`config.mk`:
```
export PLATFORM = sky130hd
export DESIGN_NAME = stop_and_wait_sender_relay_fallback_unit
export DESIGN_NICKNAME = d
export VERILOG_FILES = /design/src/hw/rtl/sawsr_pkg.sv /design/src/hw/rtl/stop_and_wait_sender_relay_fallback_unit.sv /design/src/hw/rtl/sawsr_cfg.sv /design/src/hw/rtl/sawsr_engine.sv
export SDC_FILE = /design/constraint.sdc
export NUM_CORES = 1
export LEC_CHECK = 0
export ABC_CLOCK_PERIOD_IN_PS = 6600
export BUFFER_PORTS_ARGS = -buffer_cell sky130_fd_sc_hd__buf_4
export CORE_UTILIZATION = 49
export CTS_CLUSTER_DIAMETER = 30
export DETAILED_ROUTE_END_ITERATION = 8
export PLACE_DENSITY = 0.69
export SETUP_SLACK_MARGIN = 0.2
export SLEW_MARGIN = 15
export SYNTH_ARGS = -nofsm -noshare
export SYNTH_HDL_FRONTEND = slang
export SYNTH_SLANG_ARGS = --single-unit
```
`constraint.sdc`:
```
create_clock -name i_clk -period 6.6 [get_ports i_clk]
set_clock_uncertainty 0.05 [all_clocks]
set_input_delay 0.99 -clock i_clk [delete_from_list [all_inputs] [get_ports i_clk]]
set_output_delay 0.99 -clock i_clk [all_outputs]
set_load 0.01 [all_outputs]
```
`src/hw/rtl/sawsr_pkg.sv`:
```
package sawsr_pkg;

    localparam int unsigned SEQ_W    = 8;
    localparam int unsigned CNT_W    = 4;
    localparam int unsigned TICK_W   = 16;
    localparam int unsigned LEN_W    = 7;
    localparam int unsigned IN_W     = 24;
    localparam int unsigned OUT_W    = 16;
    localparam int unsigned ADDR_W   = 4;
    localparam int unsigned DATA_W   = 32;

    localparam logic [1:0] REG_SEND_GAP      = 2'd0;
    localparam logic [1:0] REG_RETRY_GAP     = 2'd1;
    localparam logic [1:0] REG_RETRY_LIMIT   = 2'd2;
    localparam logic [1:0] REG_ACK_FRAME_LEN = 2'd3;

    localparam logic CMD_TICK  = 1'b0;
    localparam logic CMD_FRAME = 1'b1;

    localparam logic [TICK_W-1:0] SEND_GAP_RST      = 16'd5;
    localparam logic [TICK_W-1:0] RETRY_GAP_RST     = 16'd2;
    localparam logic [CNT_W-1:0]  RETRY_LIMIT_RST   = 4'd3;
    localparam logic [LEN_W-1:0]  ACK_FRAME_LEN_RST = 7'd57;

    typedef struct packed {
        logic [TICK_W-1:0] send_gap;
        logic [TICK_W-1:0] retry_gap;
        logic [CNT_W-1:0]  retry_limit;
        logic [LEN_W-1:0]  ack_frame_length;
    } t_cfg;

    typedef struct packed {
        logic             cmd;
        logic [LEN_W-1:0] rx_length;
        logic [SEQ_W-1:0] rx_ack_byte;
        logic [SEQ_W-1:0] rx_seq;
    } t_item;

    typedef struct packed {
        logic             valid;
        logic             to_relay;
        logic [SEQ_W-1:0] seq_out;
        logic [CNT_W-1:0] attempt;
    } t_res;

endpackage

```
`src/hw/rtl/stop_and_wait_sender_relay_fallback_unit.sv`:
```
// Channel   Direction  Contents
// s_axis    in         tuser: cmd; tdata: rx_length, rx_ack_byte, rx_seq
// m_axis    out        tuser: to_relay; tdata: seq_out, attempt
// apb       in/out     four registers at byte addresses 0, 4, 8, 12
//
// One event per cycle while the result side is ready: each event passes the
// input register, then one step of the sequencer logic, then the result
// register.
// Reset is synchronous and active low; registers return to 5, 2, 3, 57.
// A stalled result holds the result register and blocks the sequencer step;
// the input register takes one more transfer if empty, then the input stalls
// until the result leaves, also for events that produce no result.
module stop_and_wait_sender_relay_fallback_unit
    import sawsr_pkg::*;
(
    input  logic              i_clk,
    input  logic              i_rst_n,
    input  logic              i_s_tvalid,
    output logic              o_s_tready,
    input  logic [IN_W-1:0]   i_s_tdata,   // rx_length[6:0], rx_ack_byte[14:7], rx_seq[22:15]
    input  logic              i_s_tuser,   // cmd[0]
    output logic              o_m_tvalid,
    input  logic              i_m_tready,
    output logic [OUT_W-1:0]  o_m_tdata,   // seq_out[7:0], attempt[11:8]
    output logic              o_m_tuser,   // to_relay[0]
    input  logic              psel,
    input  logic              penable,
    input  logic              pwrite,
    input  logic [ADDR_W-1:0] paddr,
    input  logic [DATA_W-1:0] pwdata,
    output logic [DATA_W-1:0] prdata,
    output logic              pready
);

    t_cfg  w_cfg;
    t_res  w_res;
    t_item r_item;
    logic  r_in_valid;
    t_res  r_out;
    logic  w_step;

    assign w_step     = r_in_valid && (!r_out.valid || i_m_tready);
    assign o_s_tready = !r_in_valid || w_step;

    sawsr_cfg u_cfg (
        .i_clk   (i_clk),
        .i_rst_n (i_rst_n),
        .psel    (psel),
        .penable (penable),
        .pwrite  (pwrite),
        .paddr   (paddr),
        .pwdata  (pwdata),
        .prdata  (prdata),
        .pready  (pready),
        .o_cfg   (w_cfg)
    );

    sawsr_engine u_engine (
        .i_clk   (i_clk),
        .i_rst_n (i_rst_n),
        .i_fire  (w_step),
        .i_item  (r_item),
        .i_cfg   (w_cfg),
        .o_res   (w_res)
    );

    always_ff @(posedge i_clk) begin
        if (!i_rst_n) begin
            r_in_valid <= 1'b0;
        end else if (o_s_tready) begin
            r_in_valid <= i_s_tvalid;
        end
    end

    always_ff @(posedge i_clk) begin
        if (o_s_tready && i_s_tvalid) begin
            r_item.cmd         <= i_s_tuser;
            r_item.rx_length   <= i_s_tdata[6:0];
            r_item.rx_ack_byte <= i_s_tdata[14:7];
            r_item.rx_seq      <= i_s_tdata[22:15];
        end
    end

    always_ff @(posedge i_clk) begin
        if (!i_rst_n) begin
            r_out.valid <= 1'b0;
        end else if (w_step) begin
            r_out.valid <= w_res.valid;
        end else if (i_m_tready) begin
            r_out.valid <= 1'b0;
        end
        if (w_step && w_res.valid) begin
            r_out.to_relay <= w_res.to_relay;
            r_out.seq_out  <= w_res.seq_out;
            r_out.attempt  <= w_res.attempt;
        end
    end

    assign o_m_tvalid = r_out.valid;
    assign o_m_tuser  = r_out.to_relay;
    assign o_m_tdata  = {{(OUT_W-SEQ_W-CNT_W){1'b0}}, r_out.attempt, r_out.seq_out};

endmodule

```
`src/hw/rtl/sawsr_cfg.sv`:
```
module sawsr_cfg
    import sawsr_pkg::*;
(
    input  logic              i_clk,
    input  logic              i_rst_n,
    input  logic              psel,
    input  logic              penable,
    input  logic              pwrite,
    input  logic [ADDR_W-1:0] paddr,
    input  logic [DATA_W-1:0] pwdata,
    output logic [DATA_W-1:0] prdata,
    output logic              pready,
    output t_cfg              o_cfg
);

    t_cfg r_cfg;
    logic w_wr;

    assign pready = 1'b1;
    assign w_wr   = psel && penable && pwrite;
    assign o_cfg  = r_cfg;

    always_ff @(posedge i_clk) begin
        if (!i_rst_n) begin
            r_cfg.send_gap         <= SEND_GAP_RST;
            r_cfg.retry_gap        <= RETRY_GAP_RST;
            r_cfg.retry_limit      <= RETRY_LIMIT_RST;
            r_cfg.ack_frame_length <= ACK_FRAME_LEN_RST;
        end else if (w_wr) begin
            case (paddr[3:2])
                REG_SEND_GAP:      r_cfg.send_gap         <= pwdata[TICK_W-1:0];
                REG_RETRY_GAP:     r_cfg.retry_gap        <= pwdata[TICK_W-1:0];
                REG_RETRY_LIMIT:   r_cfg.retry_limit      <= pwdata[CNT_W-1:0];
                REG_ACK_FRAME_LEN: r_cfg.ack_frame_length <= pwdata[LEN_W-1:0];
                default: ;
            endcase
        end
    end

    always_comb begin
        case (paddr[3:2])
            REG_SEND_GAP:      prdata = {{(DATA_W-TICK_W){1'b0}}, r_cfg.send_gap};
            REG_RETRY_GAP:     prdata = {{(DATA_W-TICK_W){1'b0}}, r_cfg.retry_gap};
            REG_RETRY_LIMIT:   prdata = {{(DATA_W-CNT_W){1'b0}}, r_cfg.retry_limit};
            REG_ACK_FRAME_LEN: prdata = {{(DATA_W-LEN_W){1'b0}}, r_cfg.ack_frame_length};
            default:           prdata = '0;
        endcase
    end

endmodule

```
`src/hw/rtl/sawsr_engine.sv`:
```
module sawsr_engine
    import sawsr_pkg::*;
(
    input  logic  i_clk,
    input  logic  i_rst_n,
    input  logic  i_fire,
    input  t_item i_item,
    input  t_cfg  i_cfg,
    output t_res  o_res
);

    logic              r_waiting;
    logic [TICK_W-1:0] r_tick;
    logic [CNT_W-1:0]  r_sends;
    logic [SEQ_W-1:0]  r_seq;
    logic              r_ack;

    logic              n_waiting;
    logic [TICK_W-1:0] n_tick;
    logic [CNT_W-1:0]  n_sends;
    logic [SEQ_W-1:0]  n_seq;
    logic              n_ack;

    logic [TICK_W-1:0] w_tick_inc;
    logic [TICK_W-1:0] w_limit;
    logic [CNT_W-1:0]  w_sends_e;
    logic [SEQ_W-1:0]  w_seq_e;
    logic              w_ack_e;

    always_comb begin
        n_waiting  = r_waiting;
        n_tick     = r_tick;
        n_sends    = r_sends;
        n_seq      = r_seq;
        n_ack      = r_ack;
        o_res      = '0;
        w_tick_inc = r_tick + TICK_W'(1);
        w_limit    = r_waiting ? i_cfg.retry_gap : i_cfg.send_gap;
        w_sends_e  = r_waiting ? r_sends : '0;
        w_ack_e    = r_waiting ? r_ack : 1'b0;
        w_seq_e    = r_waiting ? r_seq : r_seq + SEQ_W'(1);

        if (i_item.cmd == CMD_FRAME) begin
            if (i_item.rx_length == i_cfg.ack_frame_length && i_item.rx_ack_byte != '0 &&
                i_item.rx_seq == r_seq) begin
                n_ack = 1'b1;
            end
        end else if (w_tick_inc < w_limit) begin
            n_tick = w_tick_inc;
        end else begin
            n_tick = '0;
            n_seq  = w_seq_e;
            n_ack  = w_ack_e;
            o_res.seq_out = w_seq_e;
            if (!w_ack_e && w_sends_e < i_cfg.retry_limit) begin
                n_sends        = w_sends_e + CNT_W'(1);
                n_waiting      = 1'b1;
                o_res.valid    = 1'b1;
                o_res.to_relay = 1'b0;
                o_res.attempt  = w_sends_e + CNT_W'(1);
            end else begin
                n_sends        = w_sends_e;
                n_waiting      = 1'b0;
                o_res.valid    = !w_ack_e;
                o_res.to_relay = 1'b1;
                o_res.attempt  = '0;
            end
        end
        o_res.valid = o_res.valid && i_fire;
    end

    always_ff @(posedge i_clk) begin
        if (!i_rst_n) begin
            r_waiting <= 1'b0;
            r_tick    <= '0;
            r_sends   <= '0;
            r_seq     <= '0;
            r_ack     <= 1'b0;
        end else if (i_fire) begin
            r_waiting <= n_waiting;
            r_tick    <= n_tick;
            r_sends   <= n_sends;
            r_seq     <= n_seq;
            r_ack     <= n_ack;
        end
    end

endmodule
```
# Word-level counts from Yosys, hierarchy flattened
# Index checks and enable logic that the tools add are counted.
[word_totals]
register_bits = 112
input_bits = 68
[classes]
reduce_logical = 26
n_mux = 17
add_sub_neg = 3
n_bitwise = 3
n_eq_ne = 7
n_lt_le_gt_ge = 2
[op_table]
columns = ["op", "n"]
rows = [
  ["$pmux 32 s4", 1],
  ["$mux 16", 2],
  ["$mux 14", 2],
  ["$add 16x1->16 const B", 1],
  ["$lt 16x16->1", 1],
  ["$mux 4", 3],
  ["$reduce_and 2->1", 5],
  ["$logic_and 1x1->1", 9],
  ["$add 8x1->8 const B", 1],
  ["$eq 8x8->1", 1],
  ["$mux 8", 1],
  ["$reduce_bool 8->1", 1],
  ["$eq 7x7->1", 1],
  ["$mux 1", 7],
  ["$reduce_and 3->1", 2],
  ["$add 4x1->4 const B", 1],
  ["$eq 2x2->1 const B", 2],
  ["$lt 4x4->1", 1],
  ["$logic_not 1->1", 3],
  ["$not 1->1", 3],
  ["$reduce_or 3->1", 1],
  ["$eq 2x1->1 const B", 1],
  ["$logic_not 2->1", 1],
  ["$logic_or 1x1->1", 2],
  ["5 further kinds", 5],
]

# Depth between registers and ports, before layout
# Gate-level depths: netlist of run 1.
[logic_depth]
ltp_word = 8
ltp_mapped = 16
ltp_nobuf = 14

# By module
# A second synthesis of run 1 with hierarchy kept.
[unflattened]
cells_unflattened = 598
area_unflattened_um2 = 6150.9
[modules_own_cells]
columns = ["module", "seq_area_each_um2", "n_inst", "cells_per_inst", "area_each_um2"]
rows = [
  ["sawsr_engine", 600.6, 1, 318, 2745.1],
  ["sawsr_cfg", 860.8, 1, 225, 2148.3],
  ["stop_and_wait_sender_relay_fallback_unit", 1151.1, 1, 55, 1257.5],
]

# Worst setup path before layout of run 1
# OpenSTA, ideal clock, no wires.
[synth_path]
kind = "flip-flop to flip-flop"
startpoint = "register u_engine.r_tick[0]"
endpoint = "register r_out (netlist bit o_m_tdata[0]) (enable)"
synth_period_minus_slack_ns = 4.301
required_time_ns = 6.144
path_slack_ns = 2.299
setup_time_ns = 0.406
n_path_buf = 1
stages_incl_launch_ff = 14
t_arrival_ns = 3.845
path_cell_list = "dfxtp_1 -> ha_1 -> nand3_1 -> or2_2 -> clkbuf_1 -> or3_1 -> nand2_1 -> nand2_1 -> ha_1 -> nand2_1 -> nor4_1 -> o31ai_2 -> a21oi_1 -> a21boi_0"
[synth_between]
elab_chain_len = 6
[synth_lines]
columns = ["element", "line_no", "text"]
rows = [
  ["from (decl)", "sawsr_engine.sv:13", "logic [TICK_W-1:0] r_tick;"],
  ["from (signal assigned)", "sawsr_engine.sv:81", "r_tick <= n_tick;"],
  ["$add 16x1->16", "sawsr_engine.sv:37", "w_tick_inc = r_tick + TICK_W'(1);"],
  ["$lt 16x16->1", "sawsr_engine.sv:48", "end else if (w_tick_inc < w_limit) begin"],
  ["$mux 14", "sawsr_engine.sv:48", ""],
  ["$mux 14", "sawsr_engine.sv:43", "if (i_item.cmd == CMD_FRAME) begin"],
  ["$logic_and 1x1->1", "sawsr_engine.sv:69", "o_res.valid = o_res.valid && i_fire;"],
  ["$logic_and 1x1->1", "stop_and_wait_sender_relay_fallback_unit.sv:92", "if (w_step && w_res.valid) begin"],
  ["to (decl)", "stop_and_wait_sender_relay_fallback_unit.sv:39", "t_res r_out;"],
]
# Every way passes these cells.
# A chain may end at the register's enable or synchronous reset.

# Final worst setup path of run 1
[layout_path]
startpoint = "register u_engine.r_tick[0]"
endpoint = "register r_out (netlist bit o_m_tdata[8]) (enable)"
# Same word-level chain as after synthesis.

==> qor.yml, run 1 <==
cts:
  clockBufferDepth: 2
  cts_hold_buf: 0
  cts_buffers: 9
  cts.sinks: 112
  post_cts_buffers: 0
  cts_tree: "yes"
  clk_pin_slew_worst_paths_ns: 0.08
  ctsResizeCount: 0
  root_buffer: "clkbuf_16"
  htreeDepth: 3
  clock_latency_ns: 0.35
floorplan:
  start_util: 0.512
  num_rows: 38
  die_h_um: 110
  ioPinCount: 120
  dieWidth_um: 110
  fp.dieArea_sq_um: 12000
  core_area_sq_um: 11100
final_layout:
  fin_nets: 755
  areaGrowthSynthToFinish_pct: 16.0
  drive_gt1_frac: 0.168
  diodes: 0
route:
  drc: 0
  antenna_left: 0
  drtPass1Iterations: 5
  viasPerCell: 5.52
  drt_iter0_markers: 221
  wire_per_inst_um: 15.3
  wl_um: 12400
  num_vias: 4479
critical_path:
  regToRegEndpoint: "o_m_tdata[8]$_SDFFCE_PP0P_"
  worst_setup_path_end_kind: "register"
  cp_max_fo: 13
  rr_worst_depth: 14
  reg2reg_slack_ns: 1.92
  r2r-start: "u_engine.r_tick[0]$_SDFFE_PN0P_"
  cp_data_arrival_time_ns: 4.68
  start_kind: "register"
  worstSetupPathType: "register to register"
  critPathRequiredTime_ns: 6.61
worst_hold_path:
  hold_path_end: "u_cfg.o_cfg[18]$_SDFFE_PN0P_"
  whs_path_depth: 2
  min-delay-start: "u_cfg.o_cfg[18]$_SDFFE_PN0P_"
  hold_path.class: "register to register"
power_and_ir_drop:
  ir_drop_mv: 0.124
  internal-power_mw: 1.07
  clkPwrFrac: 0.406
  seqPwrFrac: 0.524
  p_per_area_nw_per_um2: 213
  leakagePower_nw: 2.56
  switching_share: 0.233
  p_comb_frac: 0.070
  p_sw_mw: 0.326
synth:
  synth_seq_cells: 112
  syn_area_sq_um: 5670
  yosys.cell_types.count: 52
  synth_warnings: 0
  syn_inst: 605
  synthArstFlopShare: 0
  ys_seq_area_frac: 0.461
  syn_avg_cell_area_sq_um: 9.37
  yosysTopAreaCellShare: 0.265
  synthTopCellsByArea: "dfxtp_1 26%, edfxtp_1 20%, nand2_1 7.3%, mux2i_1 6.7%, ha_1 4.6%"
  synth_top_area_cell: "dfxtp_1"
  synth-edff-count: 37
  synthFlopType: "dfxtp_1"
global_routing:
  grt_use_total: 0.221
  grt_max_degree: 50
  grt_pass1_wl_um: 20200
  antenna_found_initial: 0
  grt_pass1_vias: 4160
  overflow: 0
placed_design:
  dpl.hpwl_um: 8620
  io_buffers: 79
  gp_congestion: 0.807
timing:
  relSlewSlack: 0.292
  worstMarginPinSlew_ns: 1.06
  setup_viol: 0
  period_minus_slack_ns: 4.68
  rsz0062_at_grt: "no"
  clock.fmax_mhz: 214
  hold_viol_final: 0
  finalCritPeriodShare: 0.709
  slew_viol_final: 0
  holdWs_ns: 0.420
  final.setup.tns_ns: 0
flow_run:
  maxCapViolations: 0
outcome:
  outcome: "finished, final reports clean"
## cells by family (layout without fill, tap and decap cells)
family	count (synthesis)	in the layout	synth area share
and+or+nand+nor	224	224	0.179
DFF	112	112	0.461
AOI/OAI and AO/OA	101	101	0.113
buffers and inverters	67	114	0.0598
muxes	43	43	0.0856
xor gates and xnor gates	35	35	0.0541
adders and majority gates	21	21	0.0463
other	2	21	0.00132
## power by group through the flow
stage | combinational (mW) | clock, mW | sequential [mW]
floorplan | 0.0647 | 0 | 0.747
global placement | 0.0952 | 0 | 0.749
detailed placement | 0.0971 | 0 | 0.750
CTS | 0.0978 | 0.574 | 0.734
global route | 0.108 | 0.604 | 0.736
finish | 0.0973 | 0.568 | 0.734
## registers in the layout, summed over array words and instances (netlist names)
register	count
u_engine.r_seq	8
o_m_tuser	1
u_cfg.o_cfg	43
u_engine.r_ack	1
o_m_tvalid	1
r_in_valid	1
o_m_tdata	12
u_engine.r_tick	16
r_item	24
u_engine.r_waiting	1
u_engine.r_sends	4
## worst max-delay path by stage
stage	endpoint	slack, ns	depth (start not counted)	start
2_1_floorplan	o_m_tdata[0]$_SDFFCE_PP0P_	2.30	13	u_engine.r_tick[0]$_SDFFE_PN0P_
3_3_place_gp	o_m_tdata[8]$_SDFFCE_PP0P_	2.11	13	u_engine.r_tick[0]$_SDFFE_PN0P_
3_5_place_dp	o_m_tdata[8]$_SDFFCE_PP0P_	1.97	13	u_engine.r_tick[0]$_SDFFE_PN0P_
4_1_cts	o_m_tdata[8]$_SDFFCE_PP0P_	1.95	13	u_engine.r_tick[0]$_SDFFE_PN0P_
5_1_grt	o_m_tuser$_SDFFCE_PP0P_	1.54	14	u_engine.r_tick[0]$_SDFFE_PN0P_
6_report	o_m_tdata[8]$_SDFFCE_PP0P_	1.92	14	u_engine.r_tick[0]$_SDFFE_PN0P_
## routing by layer
layer	track usage	wire length, um	up-vias
met5	0	0	-
met4	0.0829	150	0
met3	0.0290	660	14
met2	0.357	5830	146
met1	0.303	5770	2106
li1	-	-	2213
## layout by cell type, fill, tap and decap left out, types with 2 or more instances in the layout
cell	netlist	layout
buf_4	21	84
conb_1	2	21
and3_1	6	6
a32o_1	7	7
o21a_1	2	2
nor2_1	39	39
xnor2_1	17	17
dfxtp_1	75	75
clkbuf_16	0	11
nor2b_1	2	2
or4_1	2	2
o32ai_1	2	2
nand3_1	26	26
nor3_1	5	5
o31ai_1	6	6
xor2_1	18	18
nand2_1	110	110
and4_1	2	2
o21ai_0	11	11
inv_1	14	14
nand4_1	3	3
ha_1	21	21
mux2i_1	38	38
a22oi_1	2	2
and2_1	6	6
edfxtp_1	37	37
a21oi_1	51	51
nand4b_1	4	4
a21boi_0	3	2
or3_1	3	3
nor4_1	7	7
o22ai_1	4	4
mux4_2	4	4
nand2b_1	5	5
a31o_2	3	3
o211ai_1	2	2
## critical path: stages (launching register included)
cell and delay (ns):
dfxtp_1 0.45, ha_1 0.25, nand3_1 0.17, or2_2 0.40, nor2_1 0.32, nand2_1 0.12
nand2_1 0.09, nand2_1 0.06, ha_1 0.28, nand2_1 0.08, nor4_1 0.41, o31ai_2 0.22
a21oi_1 0.88, a21boi_1 0.34, buf_4 0.25
## cell usage after synthesis (2+ instances only)
cell,instances
o211ai_1,2
and2_1,6
edfxtp_1,37
a32o_1,7
nor4_1,7
nand4_1,3
o22ai_1,4
or3_1,3
nor2_1,39
nand2b_1,5
inv_1,14
ha_1,21
and4_1,2
o32ai_1,2
and3_1,6
o21ai_0,11
a21boi_0,3
nor2b_1,2
nor3_1,5
nand2_1,110
clkbuf_1,26
o21a_1,2
conb_1,2
nand3_1,26
mux2i_1,38
dfxtp_1,75
or4_1,2
xnor2_1,17
buf_1,4
xor2_1,18
mux4_2,4
nand4b_1,4
a22oi_1,2
a31o_2,3
o31ai_1,6
buf_4,21
a21oi_1,51
## stage by stage
| step | setup WS [ns] | cells | area [sq um] | power (mW) | util |
|---|---|---|---|---|---|
| 3_3_place_gp | 2.11 | 795 | 6260 | 0.845 | 0.565 |
| 3_5_place_dp | 1.97 | 795 | 6260 | 0.847 | 0.565 |
| 2_1_floorplan | 2.30 | 624 | 5740 | 0.812 | - |
| 6_report | 1.92 | 811 | 6580 | 1.40 | 0.594 |
| 5_1_grt | 1.54 | 811 | 6580 | 1.45 | 0.594 |
| 4_1_cts | 1.95 | 811 | 6580 | 1.41 | 0.594 |
## final cells by class
type,count,area (sq um)
Sequential cell,112,2610
Clock inverter,5,41.3
Clock buffer,11,275
Inverter,14,52.6
Tap cell,140,175
Fill cell,940,4500
Timing Repair Buffer,84,631
Multi-Input combinational cell,445,2790
No activity file was read; power rests on OpenSTA's default activity.
==> run 2: changes to the inputs <==
--- a/config.mk
+++ b/config.mk
@@ -5,7 +5,7 @@
 export SDC_FILE = /design/constraint.sdc
 export NUM_CORES = 1
 export LEC_CHECK = 0
-export ABC_CLOCK_PERIOD_IN_PS = 6600
+export ABC_CLOCK_PERIOD_IN_PS = 4650
 export BUFFER_PORTS_ARGS = -buffer_cell sky130_fd_sc_hd__buf_4
 export CORE_UTILIZATION = 49
 export CTS_CLUSTER_DIAMETER = 30
==> constraint.sdc (replaced) <==
create_clock -name i_clk -period 4.65 [get_ports i_clk]
set_clock_uncertainty 0.05 [all_clocks]
set_input_delay 0.6975 -clock i_clk [delete_from_list [all_inputs] [get_ports i_clk]]
set_output_delay 0.6975 -clock i_clk [all_outputs]
set_load 0.01 [all_outputs]
==> qor.yml, run 2 (synthesized netlist as in run 1, its figures left out) <==
outcome:
  outcome: "finished, final reports clean"
global_routing:
  grt_max_degree: 39  # -22%
  grt_pass1_vias: 4153  # -0.17%
  overflow: 0  # unchanged
  grt_use_total: 0.222  # +0.000907
  antenna_found_initial: 0  # unchanged
  grt_pass1_wl_um: 20300  # +0.41%
final_layout:
  mostFrequentLayoutCells: "110 x nand2_1, 86 x buf_4, 75 x dfxtp_1, 51 x a21oi_1, 39 x nor2_1"
  fin_nets: 757  # +0.26%
  final_common_cell: "nand2_1"
  diodes: 0  # unchanged
  areaGrowthSynthToFinish_pct: 16.1
  num-fill-cells: 944  # +0.43%
  largest_reg_flops: 43  # unchanged
  drive_gt1_frac: 0.165  # -0.00347
route:
  wl_met3_um: 621  # -5.9%
  wire_per_inst_um: 15.5  # +1.2%
  drtPass1Iterations: 6  # +1
  antenna_left: 0  # unchanged
  wl_met2_um: 5920  # +1.5%
  drt_iter0_markers: 259  # +17%
  top_layer: "met4"
  m1WireLength_um: 5890  # +1.9%
  viasPerCell: 5.53  # about the same
  num_vias: 4492  # +0.29%
  wl_um: 12600  # +1.4%
  drc: 0  # unchanged
worst_hold_path:
  hold_path.class: "register to register"
  hold_path_end: "u_cfg.o_cfg[26]$_SDFFE_PN0P_"
  whs_path_depth: 2  # unchanged
  min-delay-start: "u_cfg.o_cfg[26]$_SDFFE_PN0P_"
floorplan:
  start_util: 0.512  # unchanged
  die_h_um: 110  # unchanged
  dieWidth_um: 110  # unchanged
  ioPinCount: 120  # unchanged
  core_area_sq_um: 11100  # unchanged
  fp.dieArea_sq_um: 12000  # unchanged
  num_rows: 38  # unchanged
cts:
  post_cts_buffers: 0  # unchanged
  clk_pin_slew_worst_paths_ns: 0.07  # about the same
  cts_buffers: 9  # unchanged
  clock_latency_ns: 0.35  # about the same
  cts_tree: "yes"
  cts.sinks: 112  # unchanged
  cts_hold_buf: 0  # unchanged
  clockBufferDepth: 2  # unchanged
  htreeDepth: 3  # unchanged
  root_buffer: "clkbuf_16"
  ctsResizeCount: 0  # unchanged
placed_design:
  dpl.hpwl_um: 8660  # +0.45%
  gp_congestion: 0.817  # +1.2%
  io_buffers: 79  # unchanged
timing:
  finalCritPeriodShare: 0.860  # +0.151
  period_minus_slack_ns: 4.00  # -0.677 ns
  relSlewSlack: 0.270  # -0.0213
  setup_viol: 0  # unchanged
  clock.fmax_mhz: 250  # +17%
  rsz0062_at_grt: "no"
  worstMarginPinSlew_ns: 1.09  # +0.0305 ns
  holdWs_ns: 0.420  # +0.000697 ns
  hold_viol_final: 0  # unchanged
  slew_viol_final: 0  # unchanged
  final.setup.tns_ns: 0  # unchanged
critical_path:
  cp_top_family: "simple AND/OR/NAND/NOR gates"
  critPathMaxStageDelay_ns: 0.43  # -0.45 ns
  rr_worst_depth: 14  # unchanged
  reg2reg_slack_ns: 0.65  # -1.27 ns
  crit_buf_inv: 1  # unchanged
  cp_max_fo: 12  # -1
  slowest_stage: "dfxtp_1"
  cp_data_arrival_time_ns: 4.16  # -0.52 ns
  worstSetupPathType: "register to register"
  worst_setup_path_end_kind: "register"
  r2r-start: "u_engine.r_tick[0]$_SDFFE_PN0P_"
  regToRegEndpoint: "u_engine.r_sends[1]$_SDFFE_PN0P_"
  critPathRequiredTime_ns: 4.81  # -1.80 ns
  cp_cell_sequence: "ha_1 > nand3_1 > or2_2 > nor2_1 > nand3_1 > xnor2_1 > ha_1 > nand2_1 > nor4_1 > o31ai_2 > a21oi_1 > buf_4 > a21boi_0 > o32ai_1"
  start_kind: "register"
flow_run:
  maxCapViolations: 0  # unchanged
power_and_ir_drop:
  ir_drop_mv: 0.173  # +39%
  p_per_area_nw_per_um2: 303  # +42%
  finalPower_mw: 1.99  # +42%
  leakagePower_nw: 2.57  # +0.33%
run 2: cell types whose count changed in the layout (fill, tap and decap cells not counted), sizes merged:
cell / before / now
buf: 84 / 86
bufinv: 0 / 2
clkbuf: 11 / 13
inv: 16 / 14
clkinv: 2 / 1
clkinvlp: 1 / 0
run 2: worst register-to-register path: stages, from the launching register on:
cell and delay, ns:
dfxtp_1 0.43, ha_1 0.24, nand3_1 0.17, or2_2 0.40
nor2_1 0.30, nand3_1 0.14, xnor2_1 0.17, ha_1 0.28
nand2_1 0.07, nor4_1 0.38, o31ai_2 0.24, a21oi_1 0.23
buf_4 0.22, a21boi_0 0.39, o32ai_1 0.16
run 2: routing by layer:
metal	GRT usage	vias to the layer above
met5	0	-
met4	0.0714	0
met3	0.0332	16
met2	0.362	138
met1	0.304	2129
li1	-	2209
run 2: metrics by stage:
step / cells / cell area (sq um) / utilization / worst slack (ns)
5_1_grt: 813 / 6580 / 0.594 / 0.245
6_report: 813 / 6580 / 0.594 / 0.651
2_1_floorplan: 624 / 5740 / - / 0.349
3_3_place_gp: 797 / 6270 / 0.566 / 0.781
4_1_cts: 813 / 6580 / 0.594 / 0.677
3_5_place_dp: 797 / 6270 / 0.566 / 0.684
run 2: layout make-up:
| type | count | area (sq um) | share of cell area |
|---|---|---|---|
| inverter | 14 | 52.6 | 0.00798 |
| clock inverter | 3 | 68.8 | 0.0105 |
| timing repair buffer | 86 | 646 | 0.0981 |
| clock buffer | 13 | 240 | 0.0365 |
| sequential | 112 | 2610 | 0.397 |
| multi-input combinational | 445 | 2790 | 0.424 |
| tap | 140 | 175 | 0.0266 |
run 2: worst max-delay path by stage:
stage | startpoint | end | slack [ns] | cells past startpoint
6_report | u_engine.r_tick[0]$_SDFFE_PN0P_ | u_engine.r_sends[1]$_SDFFE_PN0P_ | 0.65 | 14
5_1_grt | u_engine.r_tick[0]$_SDFFE_PN0P_ | u_engine.r_sends[0]$_SDFFE_PN0P_ | 0.24 | 14
4_1_cts | u_engine.r_tick[0]$_SDFFE_PN0P_ | u_engine.r_sends[0]$_SDFFE_PN0P_ | 0.68 | 14
3_5_place_dp | u_engine.r_tick[0]$_SDFFE_PN0P_ | u_engine.r_sends[0]$_SDFFE_PN0P_ | 0.68 | 14
3_3_place_gp | u_engine.r_tick[0]$_SDFFE_PN0P_ | o_m_tdata[2]$_SDFFCE_PP0P_ | 0.78 | 13
2_1_floorplan | u_engine.r_tick[0]$_SDFFE_PN0P_ | o_m_tdata[0]$_SDFFCE_PP0P_ | 0.35 | 13
run 2: power by group:
part | internal (mW) | leakage (nW) | switching (mW) | total (mW)
registers | 1.03 | 0.973 | 0.0127 | 1.04
clock network | 0.475 | 0.148 | 0.336 | 0.810
logic | 0.0605 | 1.45 | 0.0788 | 0.139
==> run 3: changes to the inputs <==
--- a/config.mk
+++ b/config.mk
@@ -5,7 +5,7 @@
 export SDC_FILE = /design/constraint.sdc
 export NUM_CORES = 1
 export LEC_CHECK = 0
-export ABC_CLOCK_PERIOD_IN_PS = 4650
+export ABC_CLOCK_PERIOD_IN_PS = 4500
 export BUFFER_PORTS_ARGS = -buffer_cell sky130_fd_sc_hd__buf_4
 export CORE_UTILIZATION = 49
 export CTS_CLUSTER_DIAMETER = 30
==> constraint.sdc (replaced) <==
create_clock -name i_clk -period 4.5 [get_ports i_clk]
set_clock_uncertainty 0.05 [all_clocks]
set_input_delay 0.675 -clock i_clk [delete_from_list [all_inputs] [get_ports i_clk]]
set_output_delay 0.675 -clock i_clk [all_outputs]
set_load 0.01 [all_outputs]
==> qor.yml, run 3 (synthesized netlist as in run 1, its figures left out) <==
cts:
  clock_latency_ns: 0.35  # about the same
  cts_buffers: 9  # unchanged
  cts.sinks: 112  # unchanged
  htreeDepth: 3  # unchanged
  post_cts_buffers: 0  # unchanged
  cts_tree: "yes"
  clockBufferDepth: 2  # unchanged
  root_buffer: "clkbuf_16"
  clk_pin_slew_worst_paths_ns: 0.08  # about the same
timing:
  slew_viol_final: 0  # unchanged
  worstMarginPinSlew_ns: 1.04  # -0.0542 ns
  relSlewSlack: 0.306  # +0.0362
  period_minus_slack_ns: 3.96  # -0.0412 ns
  finalCritPeriodShare: 0.879  # +0.0195
  final.setup.tns_ns: 0  # unchanged
  rsz0062_at_grt: "no"
  setup_viol: 0  # unchanged
  hold_viol_final: 0  # unchanged
  setup_slack_ns: 0.542  # -0.109 ns
  clock.fmax_mhz: 253  # +1.0%
  holdWs_ns: 0.420  # -0.000418 ns
final_layout:
  fin_area_sq_um: 6570  # -0.15%
  largest_reg_flops: 43  # unchanged
  mostFrequentLayoutCells: "110 x nand2_1, 86 x buf_4, 75 x dfxtp_1, 51 x a21oi_1"
  areaGrowthSynthToFinish_pct: 16.0
  fin_nets: 757  # unchanged
  drive_gt1_frac: 0.172  # +0.00743
  diodes: 0  # unchanged
  final_common_cell: "nand2_1"
  num-fill-cells: 955  # +1.2%
placed_design:
  gp_congestion: 0.814  # -0.32%
  post-place-ws_ns: 0.629  # -0.0550 ns
  io_buffers: 79  # unchanged
  dpl.hpwl_um: 8610  # -0.60%
  dpl_cell_area_sq_um: 6270  # unchanged
power_and_ir_drop:
  p_per_area_nw_per_um2: 305  # +0.88%
  ir_drop_mv: 0.181  # +4.9%
  leakagePower_nw: 2.57  # about the same
critical_path:
  cp_top_family: "simple AND/OR/NAND/NOR gates"
  critPathMaxStageDelay_ns: 0.43  # about the same
  cp_common_cell: "nand2_1"
  worst_setup_path_end_kind: "register"
  cp_max_fo: 13  # +1
  cp_cell_sequence: "ha_1 > nand3_1 > or2_2 > or3_1 > nand2_1 > nand2_1 > ha_1 > nand2_1 > nor4_1 > o31ai_2 > a21oi_1 > a21boi_1 > buf_4"
  crit_buf_inv: 1  # unchanged
  cp_data_arrival_time_ns: 3.96  # -0.20 ns
  worstSetupPathType: "register to register"
  critPathRequiredTime_ns: 4.50  # -0.31 ns
  start_kind: "register"
  slowest_stage: "dfxtp_1"
global_routing:
  antenna_found_initial: 0  # unchanged
  grt_pass1_vias: 4090  # -1.5%
  grt_pass1_wl_um: 19800  # -2.1%
  overflow: 0  # unchanged
  grt_max_degree: 37  # -5.1%
  grt_use_total: 0.216  # -0.00621
floorplan:
  num_rows: 38  # unchanged
  ioPinCount: 120  # unchanged
  start_util: 0.512  # unchanged
  core_area_sq_um: 11100  # unchanged
  fp.dieArea_sq_um: 12000  # unchanged
  dieWidth_um: 110  # unchanged
  die_h_um: 110  # unchanged
route:
  antenna_left: 0  # unchanged
  drc: 0  # unchanged
  num_vias: 4433  # -1.3%
  wl_um: 12200  # -3.2%
  viasPerCell: 5.45  # -1.3%
  drtPass1Iterations: 4  # -2
  drt_iter0_markers: 252  # -2.7%
  wire_per_inst_um: 15.0  # -3.2%
outcome:
  outcome: "finished, final reports clean"
worst_hold_path:
  hold_path.class: "register to register"
flow_run:
  maxCapViolations: 0  # unchanged
[run 3: worst register-to-register path, delay by kind of cell (launching register included)]
family                   cells  cell delay (ns)
AND/OR/NAND/NOR              7             1.63
AO/OA/AOI/OAI                3             0.77
adder cells (fa/ha/maj)      2             0.51
flip-flops                   1             0.43
buffers and inverters        1             0.26
[run 3: where the power goes]
group          switching [mW]  leakage, nW  internal, mW
Combinational          0.0815         1.45        0.0624
Clock                   0.370        0.149         0.416
Sequential             0.0134        0.973          1.06
[run 3: path summary, 6_finish.rpt]
path / startpoint / endpoint / slack (ns) / cells after the start
worst max-delay path: u_engine.r_tick[0]$_SDFFE_PN0P_ / o_m_tdata[4]$_SDFFCE_PP0P_ / 0.54 / 13
worst min-delay path: u_cfg.o_cfg[30]$_SDFFE_PN0P_ / u_cfg.o_cfg[30]$_SDFFE_PN0P_ / 0.42 / 2
worst max register to register: u_engine.r_tick[0]$_SDFFE_PN0P_ / o_m_tdata[4]$_SDFFCE_PP0P_ / 0.54 / 13
worst min register to register: u_cfg.o_cfg[30]$_SDFFE_PN0P_ / u_cfg.o_cfg[30]$_SDFFE_PN0P_ / 0.42 / 2
[run 3: repair_timing]
action | 4_1_cts | 5_1_grt
resized for setup | 0 | 1
setup endpoints to repair | 0 | 15
hold buffers | 0 | 0
[run 3: area by class of cell]
cell class / instances / area (sq um) / share of cell area
multi-input cells: 445 / 2790 / 0.425
flip-flops and latches: 112 / 2610 / 0.397
clock buffers: 11 / 253 / 0.0384
inverters: 14 / 52.6 / 0.00799
clock inverters: 5 / 43.8 / 0.00666
well taps: 140 / 175 / 0.0266
repair buffers: 86 / 646 / 0.0982
[run 3: stage by stage]
stage,power [mW],utilization,cells
floorplan,1.19,-,624
global placement,1.24,0.566,797
detailed placement,1.24,0.566,797
CTS,2.02,0.593,813
global route,2.08,0.593,813
finish,2.01,0.593,813
[run 3: layer usage]
metal	part of all wire	vias to the layer above	global-route usage
li1	-	2212	-
met1	0.47	2073	0.302
met2	0.47	137	0.349
met3	0.050	11	0.0314
met4	0.0092	0	0.0581
met5	0	-	0
